[src/design/msba_pkg.sv]
// msba_pkg: shared widths, size codes, queue word and back-end state type
// for the Marsden square bin allocator. No dependencies.
`default_nettype none

package msba_pkg;

    localparam int MAJOR_W = 14;
    localparam int SUB_W   = 7;
    localparam int LAT_W   = 18;
    localparam int LON_W   = 19;
    localparam int BIN_W   = 6;
    localparam int COUNT_W = 32;

    // square_size codes
    localparam logic [1:0] SIZE_10DEG  = 2'd0;
    localparam logic [1:0] SIZE_5DEG   = 2'd1;
    localparam logic [1:0] SIZE_2P5DEG = 2'd2;
    localparam logic [1:0] SIZE_1DEG   = 2'd3;

    // classified word handed from front to back
    typedef struct packed {
        logic [MAJOR_W-1:0] major;
        logic [SUB_W-1:0]   sub_key;
        logic               coarse;   // 10 deg: compare major only
    } msba_work_t;

    typedef enum logic [2:0] {
        B_IDLE,
        B_RD,
        B_CMP,
        B_MISS,
        B_CNT_RD,
        B_CNT_WR
    } msba_bstate_t;

endpackage

`default_nettype wire

[src/design/marsden_square_bin_allocator.sv]
// Marsden square bin allocator: top level with the square_size register,
// classifier, queue and bin engine. Depends on msba_pkg.
// Path: classifier stages A and B, then the queue, then the engine.
// Engine steps per word: key read and compare per allocated bin until a hit, an allocation on a miss,
// then a count read-modify-write; one word at a time, and the scan sets throughput.
// Reset: rst_n async, active low; clears bins in use, count valid bits, queue, pipeline.
`default_nettype none

module marsden_square_bin_allocator
    import msba_pkg::*;
#(
    parameter int BIN_SLOTS = 50
)
(
    input  logic                    clk,
    input  logic                    rst_n,
    // configuration write channel
    input  logic                    cfg_valid,
    output logic                    cfg_ready,
    input  logic [1:0]              square_size,
    // station words in
    input  logic                    push,
    output logic                    full,
    input  logic [MAJOR_W-1:0]      square_major,
    input  logic [SUB_W-1:0]        sub_square_one,
    input  logic signed [LAT_W-1:0] lat_millideg,
    input  logic signed [LON_W-1:0] lon_millideg,
    // bin words out
    output logic                    empty,
    input  logic                    pop,
    output logic [BIN_W-1:0]        bin_index,
    output logic                    new_bin,
    output logic [SUB_W-1:0]        sub_key,
    output logic [COUNT_W-1:0]      station_count
);

    logic [1:0] size_reg;

    logic       f_wr_valid;
    msba_work_t f_wr_word;
    logic       q_full;
    logic       q_empty;
    logic       q_pop;
    msba_work_t q_word;

    // user must write the register only while idle, unchecked by the block; always ready
    assign cfg_ready = 1'b1;

    always_ff @(posedge clk or negedge rst_n)
    begin
        if (!rst_n)
            size_reg <= SIZE_10DEG;
        else if (cfg_valid && cfg_ready)
            size_reg <= square_size;
    end

    // front: sub-key for the size in force when the word is accepted
    msba_front u_front (
        .clk            (clk),
        .rst_n          (rst_n),
        .push           (push),
        .full           (full),
        .square_major   (square_major),
        .sub_square_one (sub_square_one),
        .lat_millideg   (lat_millideg),
        .lon_millideg   (lon_millideg),
        .size           (size_reg),
        .wr_valid       (f_wr_valid),
        .wr_word        (f_wr_word),
        .wr_full        (q_full)
    );

    // decouples classifier from the multi-cycle bin scan
    msba_queue u_queue (
        .clk      (clk),
        .rst_n    (rst_n),
        .wr_valid (f_wr_valid),
        .wr_word  (f_wr_word),
        .wr_full  (q_full),
        .rd_pop   (q_pop),
        .rd_empty (q_empty),
        .rd_word  (q_word)
    );

    // back: match, allocate, count; result register decouples the output
    msba_back #(
        .BIN_SLOTS (BIN_SLOTS)
    ) u_back (
        .clk           (clk),
        .rst_n         (rst_n),
        .q_empty       (q_empty),
        .q_pop         (q_pop),
        .q_word        (q_word),
        .empty         (empty),
        .pop           (pop),
        .bin_index     (bin_index),
        .new_bin       (new_bin),
        .sub_key       (sub_key),
        .station_count (station_count)
    );

endmodule

`default_nettype wire

[src/design/msba_front.sv]
// msba_front: two-stage classifier that turns a station word into a
// (major, sub-key) queue word. Depends on msba_pkg.
`default_nettype none

module msba_front
    import msba_pkg::*;
(
    input  logic                    clk,
    input  logic                    rst_n,
    input  logic                    push,
    output logic                    full,
    input  logic [MAJOR_W-1:0]      square_major,
    input  logic [SUB_W-1:0]        sub_square_one,
    input  logic signed [LAT_W-1:0] lat_millideg,
    input  logic signed [LON_W-1:0] lon_millideg,
    input  logic [1:0]              size,
    output logic                    wr_valid,
    output msba_work_t              wr_word,
    input  logic                    wr_full
);

    localparam int MAG_W  = 19;          // magnitude of either coordinate
    localparam int PROD_W = 2 * MAG_W;
    localparam int T_W    = 12;          // tenths of a degree, < 4096
    localparam int P2_W   = 25;
    localparam int Q2_W   = 6;
    localparam int RECIP1_SHIFT = 25;    // x/100 = x*335545 >> 25
    localparam logic [MAG_W-1:0] RECIP1 = 19'd335545;
    localparam int RECIP2_SHIFT = 19;    // x/100 = x*5243 >> 19
    localparam logic [P2_W-1:0] RECIP2 = 25'd5243;
    localparam logic [MAG_W-1:0] HUNDRED_M = 19'd100;
    localparam logic [T_W-1:0]   HUNDRED_T = 12'd100;

    logic advance;

    // stage A
    logic                    a_valid_reg;
    logic [PROD_W-1:0]       a_prod_reg [2];
    logic [MAG_W-1:0]        a_mag_reg  [2];
    logic [1:0]              a_neg_reg;
    logic [MAJOR_W-1:0]      a_major_reg;
    logic [SUB_W-1:0]        a_ms1_reg;
    logic [1:0]              a_size_reg;

    // stage B
    logic                    b_valid_reg;
    logic [T_W-1:0]          b_t_reg  [2];
    logic [P2_W-1:0]         b_p2_reg [2];
    logic [MAJOR_W-1:0]      b_major_reg;
    logic [SUB_W-1:0]        b_ms1_reg;
    logic [1:0]              b_size_reg;

    logic [MAG_W-1:0]  coord_ext [2];
    logic [MAG_W-1:0]  mag       [2];
    logic [1:0]        neg;
    logic [PROD_W-1:0] prod      [2];
    logic [T_W-1:0]    t_raw     [2];
    logic [MAG_W-1:0]  rem       [2];
    logic [T_W-1:0]    t_adj     [2];
    logic [P2_W-1:0]   p2        [2];
    logic [Q2_W-1:0]   q2        [2];
    logic [T_W-1:0]    r_full    [2];
    logic [1:0]        quarter   [2];
    logic [14:0]       tens_prod;
    logic [3:0]        tens;
    logic [SUB_W-1:0]  units;
    logic [SUB_W-1:0]  key;

    assign advance  = !b_valid_reg || !wr_full;
    assign full     = !advance;
    assign wr_valid = b_valid_reg;

    // stage A: magnitude and first reciprocal multiply
    always_comb
    begin
        coord_ext[0] = {lat_millideg[LAT_W-1], lat_millideg};
        coord_ext[1] = lon_millideg;
        for (int i = 0; i < 2; i++)
        begin
            neg[i]  = coord_ext[i][MAG_W-1];
            mag[i]  = neg[i] ? (~coord_ext[i] + 1'b1) : coord_ext[i];
            prod[i] = PROD_W'(mag[i]) * PROD_W'(RECIP1);
        end
    end

    // stage B: tenths, exact-boundary fix for negatives, second multiply
    always_comb
    begin
        for (int i = 0; i < 2; i++)
        begin
            t_raw[i] = a_prod_reg[i][RECIP1_SHIFT +: T_W];
            rem[i]   = a_mag_reg[i] - MAG_W'(t_raw[i]) * HUNDRED_M;
            t_adj[i] = (a_neg_reg[i] && (rem[i] == '0)) ? (t_raw[i] - 1'b1) : t_raw[i];
            p2[i]    = P2_W'(t_adj[i]) * RECIP2;
        end
    end

    // output side: quarter within the band, quadrant digits, key select
    always_comb
    begin
        for (int i = 0; i < 2; i++)
        begin
            q2[i]     = b_p2_reg[i][RECIP2_SHIFT +: Q2_W];
            r_full[i] = b_t_reg[i] - T_W'(q2[i]) * HUNDRED_T;
            if (r_full[i] >= 12'd75)
                quarter[i] = 2'd3;
            else if (r_full[i] >= 12'd50)
                quarter[i] = 2'd2;
            else if (r_full[i] >= 12'd25)
                quarter[i] = 2'd1;
            else
                quarter[i] = 2'd0;
        end
        tens_prod = 15'(b_ms1_reg) * 15'd205;   // /10 for values < 160, which covers the 7-bit input
        tens      = tens_prod[14:11];
        units     = b_ms1_reg - SUB_W'(tens) * 7'd10;
        case (b_size_reg)
            SIZE_5DEG:   key = {5'd0, (tens >= 4'd5), (units >= 7'd5)};
            SIZE_2P5DEG: key = {3'd0, quarter[0], quarter[1]};
            SIZE_1DEG:   key = b_ms1_reg;
            default:     key = '0;
        endcase
        wr_word.major   = b_major_reg;
        wr_word.sub_key = key;
        wr_word.coarse  = (b_size_reg == SIZE_10DEG);
    end

    always_ff @(posedge clk or negedge rst_n)
    begin
        if (!rst_n)
        begin
            a_valid_reg <= 1'b0;
            b_valid_reg <= 1'b0;
        end
        else if (advance)
        begin
            a_valid_reg <= push;
            b_valid_reg <= a_valid_reg;
        end
    end

    always_ff @(posedge clk)
    begin
        if (advance)
        begin
            for (int i = 0; i < 2; i++)
            begin
                a_prod_reg[i] <= prod[i];
                a_mag_reg[i]  <= mag[i];
                b_t_reg[i]    <= t_adj[i];
                b_p2_reg[i]   <= p2[i];
            end
            a_neg_reg   <= neg;
            a_major_reg <= square_major;
            a_ms1_reg   <= sub_square_one;
            a_size_reg  <= size;
            b_major_reg <= a_major_reg;
            b_ms1_reg   <= a_ms1_reg;
            b_size_reg  <= a_size_reg;
        end
    end

endmodule

`default_nettype wire

[src/design/msba_queue.sv]
// msba_queue: four-word queue between classifier and bin engine.
// Depends on msba_pkg for the queue word type.
`default_nettype none

module msba_queue
    import msba_pkg::*;
(
    input  logic       clk,
    input  logic       rst_n,
    input  logic       wr_valid,
    input  msba_work_t wr_word,
    output logic       wr_full,
    input  logic       rd_pop,
    output logic       rd_empty,
    output msba_work_t rd_word
);

    localparam int DEPTH = 4;
    localparam int PTR_W = $clog2(DEPTH);

    msba_work_t       entry_reg [DEPTH];
    logic [PTR_W-1:0] wr_ptr_reg;
    logic [PTR_W-1:0] rd_ptr_reg;
    logic [PTR_W:0]   count_reg;
    logic             do_wr;
    logic             do_rd;

    assign wr_full  = (count_reg == (PTR_W+1)'(DEPTH));
    assign rd_empty = (count_reg == '0);
    assign do_wr    = wr_valid && !wr_full;
    assign do_rd    = rd_pop && !rd_empty;
    assign rd_word  = entry_reg[rd_ptr_reg];

    always_ff @(posedge clk or negedge rst_n)
    begin
        if (!rst_n)
        begin
            wr_ptr_reg <= '0;
            rd_ptr_reg <= '0;
            count_reg  <= '0;
        end
        else
        begin
            if (do_wr)
                wr_ptr_reg <= wr_ptr_reg + 1'b1;
            if (do_rd)
                rd_ptr_reg <= rd_ptr_reg + 1'b1;
            case ({do_wr, do_rd})
                2'b10:   count_reg <= count_reg + 1'b1;
                2'b01:   count_reg <= count_reg - 1'b1;
                default: count_reg <= count_reg;
            endcase
        end
    end

    always_ff @(posedge clk)
    begin
        if (do_wr)
            entry_reg[wr_ptr_reg] <= wr_word;
    end

endmodule

`default_nettype wire

[src/design/msba_back.sv]
// msba_back: bin engine - sequential key scan, in-order allocation,
// saturating count update and result register. Depends on msba_pkg.
`default_nettype none

module msba_back
    import msba_pkg::*;
#(
    parameter int BIN_SLOTS = 50
)
(
    input  logic               clk,
    input  logic               rst_n,
    input  logic               q_empty,
    output logic               q_pop,
    input  msba_work_t         q_word,
    output logic               empty,
    input  logic               pop,
    output logic [BIN_W-1:0]   bin_index,
    output logic               new_bin,
    output logic [SUB_W-1:0]   sub_key,
    output logic [COUNT_W-1:0] station_count
);

    localparam int IDX_W = $clog2(BIN_SLOTS + 1);
    localparam int KA_W  = (BIN_SLOTS > 1) ? $clog2(BIN_SLOTS) : 1;
    localparam int KEY_W = MAJOR_W + SUB_W;

    msba_bstate_t state_reg, state_next;

    logic [IDX_W-1:0]   used_reg, used_next;
    logic [IDX_W-1:0]   scan_reg, scan_next;
    logic [IDX_W-1:0]   target_reg, target_next;
    logic               fresh_reg, fresh_next;
    msba_work_t         work_reg, work_next;
    logic [BIN_SLOTS:0] cvalid_reg;

    logic [KEY_W-1:0]   kmem [BIN_SLOTS];
    logic [KEY_W-1:0]   kmem_rd_reg;
    logic [COUNT_W-1:0] cmem [BIN_SLOTS+1];
    logic [COUNT_W-1:0] cmem_rd_reg;
    logic               kmem_we;
    logic               cmem_we;

    logic               out_valid_reg;
    logic [BIN_W-1:0]   out_bin_reg;
    logic               out_new_reg;
    logic [SUB_W-1:0]   out_sub_reg;
    logic [COUNT_W-1:0] out_count_reg;

    logic               hit;
    logic               last_scan;
    logic [COUNT_W-1:0] cnt_cur;
    logic [COUNT_W-1:0] cnt_new;

    assign hit = (kmem_rd_reg[KEY_W-1:SUB_W] == work_reg.major)
              && (work_reg.coarse || (kmem_rd_reg[SUB_W-1:0] == work_reg.sub_key));
    assign last_scan = ((scan_reg + IDX_W'(1)) == used_reg);
    assign cnt_cur   = cvalid_reg[target_reg] ? cmem_rd_reg : '0;
    assign cnt_new   = (&cnt_cur) ? cnt_cur : (cnt_cur + 1'b1);

    always_comb
    begin
        state_next  = state_reg;
        used_next   = used_reg;
        scan_next   = scan_reg;
        target_next = target_reg;
        fresh_next  = fresh_reg;
        work_next   = work_reg;
        q_pop       = 1'b0;
        kmem_we     = 1'b0;
        cmem_we     = 1'b0;
        case (state_reg)
            B_IDLE:
            begin
                if (!q_empty)
                begin
                    q_pop      = 1'b1;
                    work_next  = q_word;
                    scan_next  = '0;
                    fresh_next = 1'b0;
                    state_next = (used_reg == '0) ? B_MISS : B_RD;
                end
            end
            B_RD:
                state_next = B_CMP;
            B_CMP:
            begin
                if (hit)
                begin
                    target_next = scan_reg;
                    state_next  = B_CNT_RD;
                end
                else if (last_scan)
                    state_next = B_MISS;
                else
                begin
                    scan_next  = scan_reg + 1'b1;
                    state_next = B_RD;
                end
            end
            B_MISS:
            begin
                if (used_reg < IDX_W'(BIN_SLOTS))
                begin
                    kmem_we     = 1'b1;
                    target_next = used_reg;
                    fresh_next  = 1'b1;
                    used_next   = used_reg + 1'b1;
                end
                else
                    target_next = IDX_W'(BIN_SLOTS);   // overflow bin
                state_next = B_CNT_RD;
            end
            B_CNT_RD:
                state_next = B_CNT_WR;
            B_CNT_WR:
            begin
                if (!out_valid_reg || pop)
                begin
                    cmem_we    = 1'b1;
                    state_next = B_IDLE;
                end
            end
            default:
                state_next = B_IDLE;
        endcase
    end

    always_ff @(posedge clk or negedge rst_n)
    begin
        if (!rst_n)
        begin
            state_reg     <= B_IDLE;
            used_reg      <= '0;
            scan_reg      <= '0;
            fresh_reg     <= 1'b0;
            cvalid_reg    <= '0;
            out_valid_reg <= 1'b0;
        end
        else
        begin
            state_reg <= state_next;
            used_reg  <= used_next;
            scan_reg  <= scan_next;
            fresh_reg <= fresh_next;
            if (cmem_we)
            begin
                cvalid_reg[target_reg] <= 1'b1;
                out_valid_reg          <= 1'b1;
            end
            else if (pop)
                out_valid_reg <= 1'b0;
        end
    end

    always_ff @(posedge clk)
    begin
        work_reg   <= work_next;
        target_reg <= target_next;
        if (cmem_we)
        begin
            out_bin_reg   <= BIN_W'(target_reg);
            out_new_reg   <= fresh_reg;
            out_sub_reg   <= work_reg.sub_key;
            out_count_reg <= cnt_new;
        end
    end

    // key and count memories
    always_ff @(posedge clk)
    begin
        if (kmem_we)
            kmem[used_reg[KA_W-1:0]] <= {work_reg.major, work_reg.sub_key};
        if (state_reg == B_RD)
            kmem_rd_reg <= kmem[scan_reg[KA_W-1:0]];
    end

    always_ff @(posedge clk)
    begin
        if (cmem_we)
            cmem[target_reg] <= cnt_new;
        if (state_reg == B_CNT_RD)
            cmem_rd_reg <= cmem[target_reg];
    end

    assign empty         = !out_valid_reg;
    assign bin_index     = out_bin_reg;
    assign new_bin       = out_new_reg;
    assign sub_key       = out_sub_reg;
    assign station_count = out_count_reg;

`ifndef ASSERT_OFF
    a_used_bound: assert property (@(posedge clk) disable iff (!rst_n)
        used_reg <= IDX_W'(BIN_SLOTS))
        else $error("bins in use beyond table size");

    a_scan_bound: assert property (@(posedge clk) disable iff (!rst_n)
        (state_reg == B_CMP) |-> (scan_reg < used_reg))
        else $error("scan past allocated bins");

    a_fresh_last: assert property (@(posedge clk) disable iff (!rst_n)
        (cmem_we && fresh_reg) |-> (target_reg == (used_reg - 1'b1)))
        else $error("fresh bin is not the newest one");

    a_out_hold: assert property (@(posedge clk) disable iff (!rst_n)
        (out_valid_reg && !pop) |=> (out_valid_reg && $stable(out_count_reg)))
        else $error("waiting result changed");
`endif

endmodule

`default_nettype wire

[config.mk]
export PLATFORM = sky130hd
export DESIGN_NAME = marsden_square_bin_allocator
export DESIGN_NICKNAME = d
export VERILOG_FILES = /design/src/design/msba_pkg.sv /design/src/design/marsden_square_bin_allocator.sv /design/src/design/msba_front.sv /design/src/design/msba_queue.sv /design/src/design/msba_back.sv
export SDC_FILE = /design/constraint.sdc
export NUM_CORES = 2
export LEC_CHECK = 0
export ABC_AREA = 1
export BUFFER_PORTS_ARGS = -buffer_cell sky130_fd_sc_hd__buf_2
export CORE_AREA = 2 2 697 699
export CTS_CLUSTER_SIZE = 8
export DETAILED_ROUTE_END_ITERATION = 6
export DIE_AREA = 0 0 699 701
export PLACE_DENSITY = 0.48
export SYNTH_ARGS = -nofsm -noshare
export SYNTH_HDL_FRONTEND = slang
export SYNTH_SLANG_ARGS = --single-unit
[constraint.sdc]
create_clock -name clk -period 11.1 [get_ports clk]
set_input_delay 3.33 -clock clk [delete_from_list [all_inputs] [get_ports clk]]
set_output_delay 3.33 -clock clk [all_outputs]
set_load 0.02 [all_outputs]
==> impl_results.md <==
* DP HPWL at 250000 µm
* DP Worst Slack at around 0.46 ns
* Fill cells at roughly 47000
* CTS Sinks at roughly 3100
* Root buffer cell: clkbuf_16
* Critical path arrival at 10.84 ns
* GRT Total Usage at 0.171
* Fin crit share at 0.911
* Achievable frequency at between 90 and 100 MHz
* Post-CTS setup buffers at 0
* Final setup violation count at 0
* CP max FO at 7
* Status: finished, final reports clean
* Via count at just under 90000
* Starting DRT DRC Count at 7529
* Chip width at approximately 700 µm
* Flip-flop and latch area at just over 90000 µm²
* Min-delay src: u_front.a_ms1_reg[2]
* Vias in the first global route at around 90000
* Multi-input gate area at between 40000 and 50000 µm²
* Post-route setup slack at between 0.9 and 1 ns
* Worst slew margin at 0.192
* Avg Cell Area, Syn at 13.2 µm²
* Fraction of layout cells with a size suffix above 1 at 0.0948
* Tmin final at just over 10 ns
* Area grow syn2layout at 15.1%
* RSZ-0062 raised after global routing: false
* Total grt overflow at 0
* CP startpoint kind: flop
* Crit path largest cell delay at roughly 0.63 ns
* DR WL/cell at 24.0 µm
* Final Hold Vio Count at 0
* Synth Warn # at 0
* Drt total wl at 429000 µm
* Count of input and output buffers at 112
* Hold buffers post-CTS at 0
* Global-route wire length before repair at around 620000 µm
* Max Slew Vio Count at 0
* Rows at 255
* Initial core utilization at 0.299
* DRT antenna net count at 0
* Sum Neg Setup Slack at 0 ns
* Clock Latency Late Sink at 1.00 ns
* # IOs at about 110
* Unique cell type count in the Yosys netlist at just under 60
* Most common cell after layout, fill and taps aside: edfxtp_1
* Initial antenna violation count at 11
* Most frequent cells in the layout: 3043 x edfxtp_1, 1512 x nand2_1, 1036 x inv_1
* Post-synth ARST share at 0.0253
* Max cap viols at 0
* Worst Hold Class: flop to flop
* Die Y at 701 µm
* Least-Margin Pin Slew at about 1.2 ns
* Slowest stage cell, crit path: fa_1
* Post-cts sizing count at 0
* Cts bufs inserted at around 430
* Largest net degree at the start of global routing at ~180
* Seq cells post-synth at about 3100
* Critical path type: flop to flop
* Layout Nets at about 13000
* CTS tree: yes
* Reg clk slew, reported paths at 0.05 ns
* Core ar. at just under 500000 µm²
* Ys flop type: edfxtp_1
* Synth Cell Area at approximately 140000 µm²
* DRC viols at 0
* Clock skew at 0.0757 ns
* Drt pass-1 iters at 5
* Gpl congestion at approximately 0.82
* Worst reg2reg path startpoint: u_front.a_prod_reg[0][27]
* Max FFs per register at roughly 1600
* CTS HTree Levels at 5
* Cell count after synthesis at approximately 11000
* Die ar. at a little under 500000 µm²
* Vias/cell at ~5
* Longest Clk Path Bufs at 4
* Post-synthesis sequential area ratio at 0.648
* Data required, critical path at 11.83 ns
* Number of synthesized flops with an enable pin at a little over 3000
* Crit path from: u_front.a_prod_reg[0][27]
* Critical Path End Type: flop
==> cell families after synthesis <==
logic type      Yosys count  synth area share
simple gates           2877            0.0849
other cells               2         0.0000521
buf+inv                1524            0.0401
fa+ha+maj              1164             0.121
flops                  3122             0.648
mux                       2          0.000156
compound gates         2061            0.0936
xor+xnor                198            0.0120
==> worst max-delay path: cells and delay by family, from the launching register on <==
family,cells,cell delay [ns]
adders and majority gates,11,4.40
and+or+nand+nor,18,1.86
AOI/OAI and AO/OA,10,1.83
xor gates and xnor gates,3,0.68
buffers and inverters,4,0.65
DFF,1,0.42
==> cell usage after synthesis, types with 7 or more instances <==
cell,count,area (µm²)
o21ai_0,475,2380
o21ai_1,7,35.0
clkbuf_1,395,1480
or2_2,47,294
xnor2_1,60,526
inv_1,1044,3920
buf_2,11,55.1
a31oi_1,11,68.8
edfxtp_1,3043,91400
a221oi_1,188,1650
o31ai_1,8,60.1
o21bai_1,16,120
nand4_1,240,1500
nand3b_1,8,60.1
a21oi_1,602,3010
o2111ai_1,11,96.3
nor2_1,591,2220
nor3_1,70,350
o21a_1,8,60.1
fa_1,390,7810
dfrtp_1,79,1980
inv_2,14,52.6
a32o_1,21,210
nand3_1,358,1790
nor4_1,16,100
ha_1,774,9680
o211ai_1,29,218
a22oi_1,239,1790
xor2_1,138,1210
a21o_1,9,67.6
nand2_1,1520,5710
buf_1,48,180
a22o_1,136,1190
o221ai_1,246,2150
o22ai_1,40,250
==> layout make-up <==
class | count | share of cell area
Antenna cell | 25 | 0.000377
Clock buffer | 541 | 0.0681
Clock inverter | 38 | 0.00424
Inverter | 1063 | 0.0244
Multi-Input combinational cell | 6313 | 0.276
Sequential cell | 3122 | 0.563
Tap cell | 6425 | 0.0485
Timing Repair Buffer | 369 | 0.0156
==> layer usage <==
metal  vias up  track usage  part of all wire
li1      40688            -                 -
met1     45584        0.238              0.45
met2      2334        0.277              0.47
met3       540       0.0230             0.053
met4         0       0.0492             0.027
met5         -            0                 0
==> path summary, 6_finish.rpt <==
check | endpoint | cells past startpoint | slack (ns)
min in group asynchronous | u_back.out_valid_reg | 1 | 2.34
worst min register to register | u_front.b_ms1_reg[2] | 0 | 0.42
worst max-delay path | u_front.b_p2_reg[0][22] | 46 | 0.99
max in group asynchronous | u_back.cvalid_reg[4] | 2 | 7.51
worst min-delay path | u_front.b_ms1_reg[2] | 0 | 0.42
worst max register to register | u_front.b_p2_reg[0][22] | 46 | 0.99
==> metrics by stage <==
step | hold slack (ns) | instances | utilization | instance area, µm²
2_1_floorplan | 0.400 | 10959 | - | 144000
4_1_cts | 0.419 | 17871 | 0.344 | 166000
3_3_place_gp | 0.404 | 17292 | 0.319 | 154000
6_report | 0.417 | 17896 | 0.344 | 166000
5_1_grt | 0.423 | 17888 | 0.344 | 166000
3_5_place_dp | 0.406 | 17292 | 0.319 | 154000
Power is left out: the tool's default activity adds up to more than one toggle a clock period on the data nets, which glitch-free logic cannot reach.
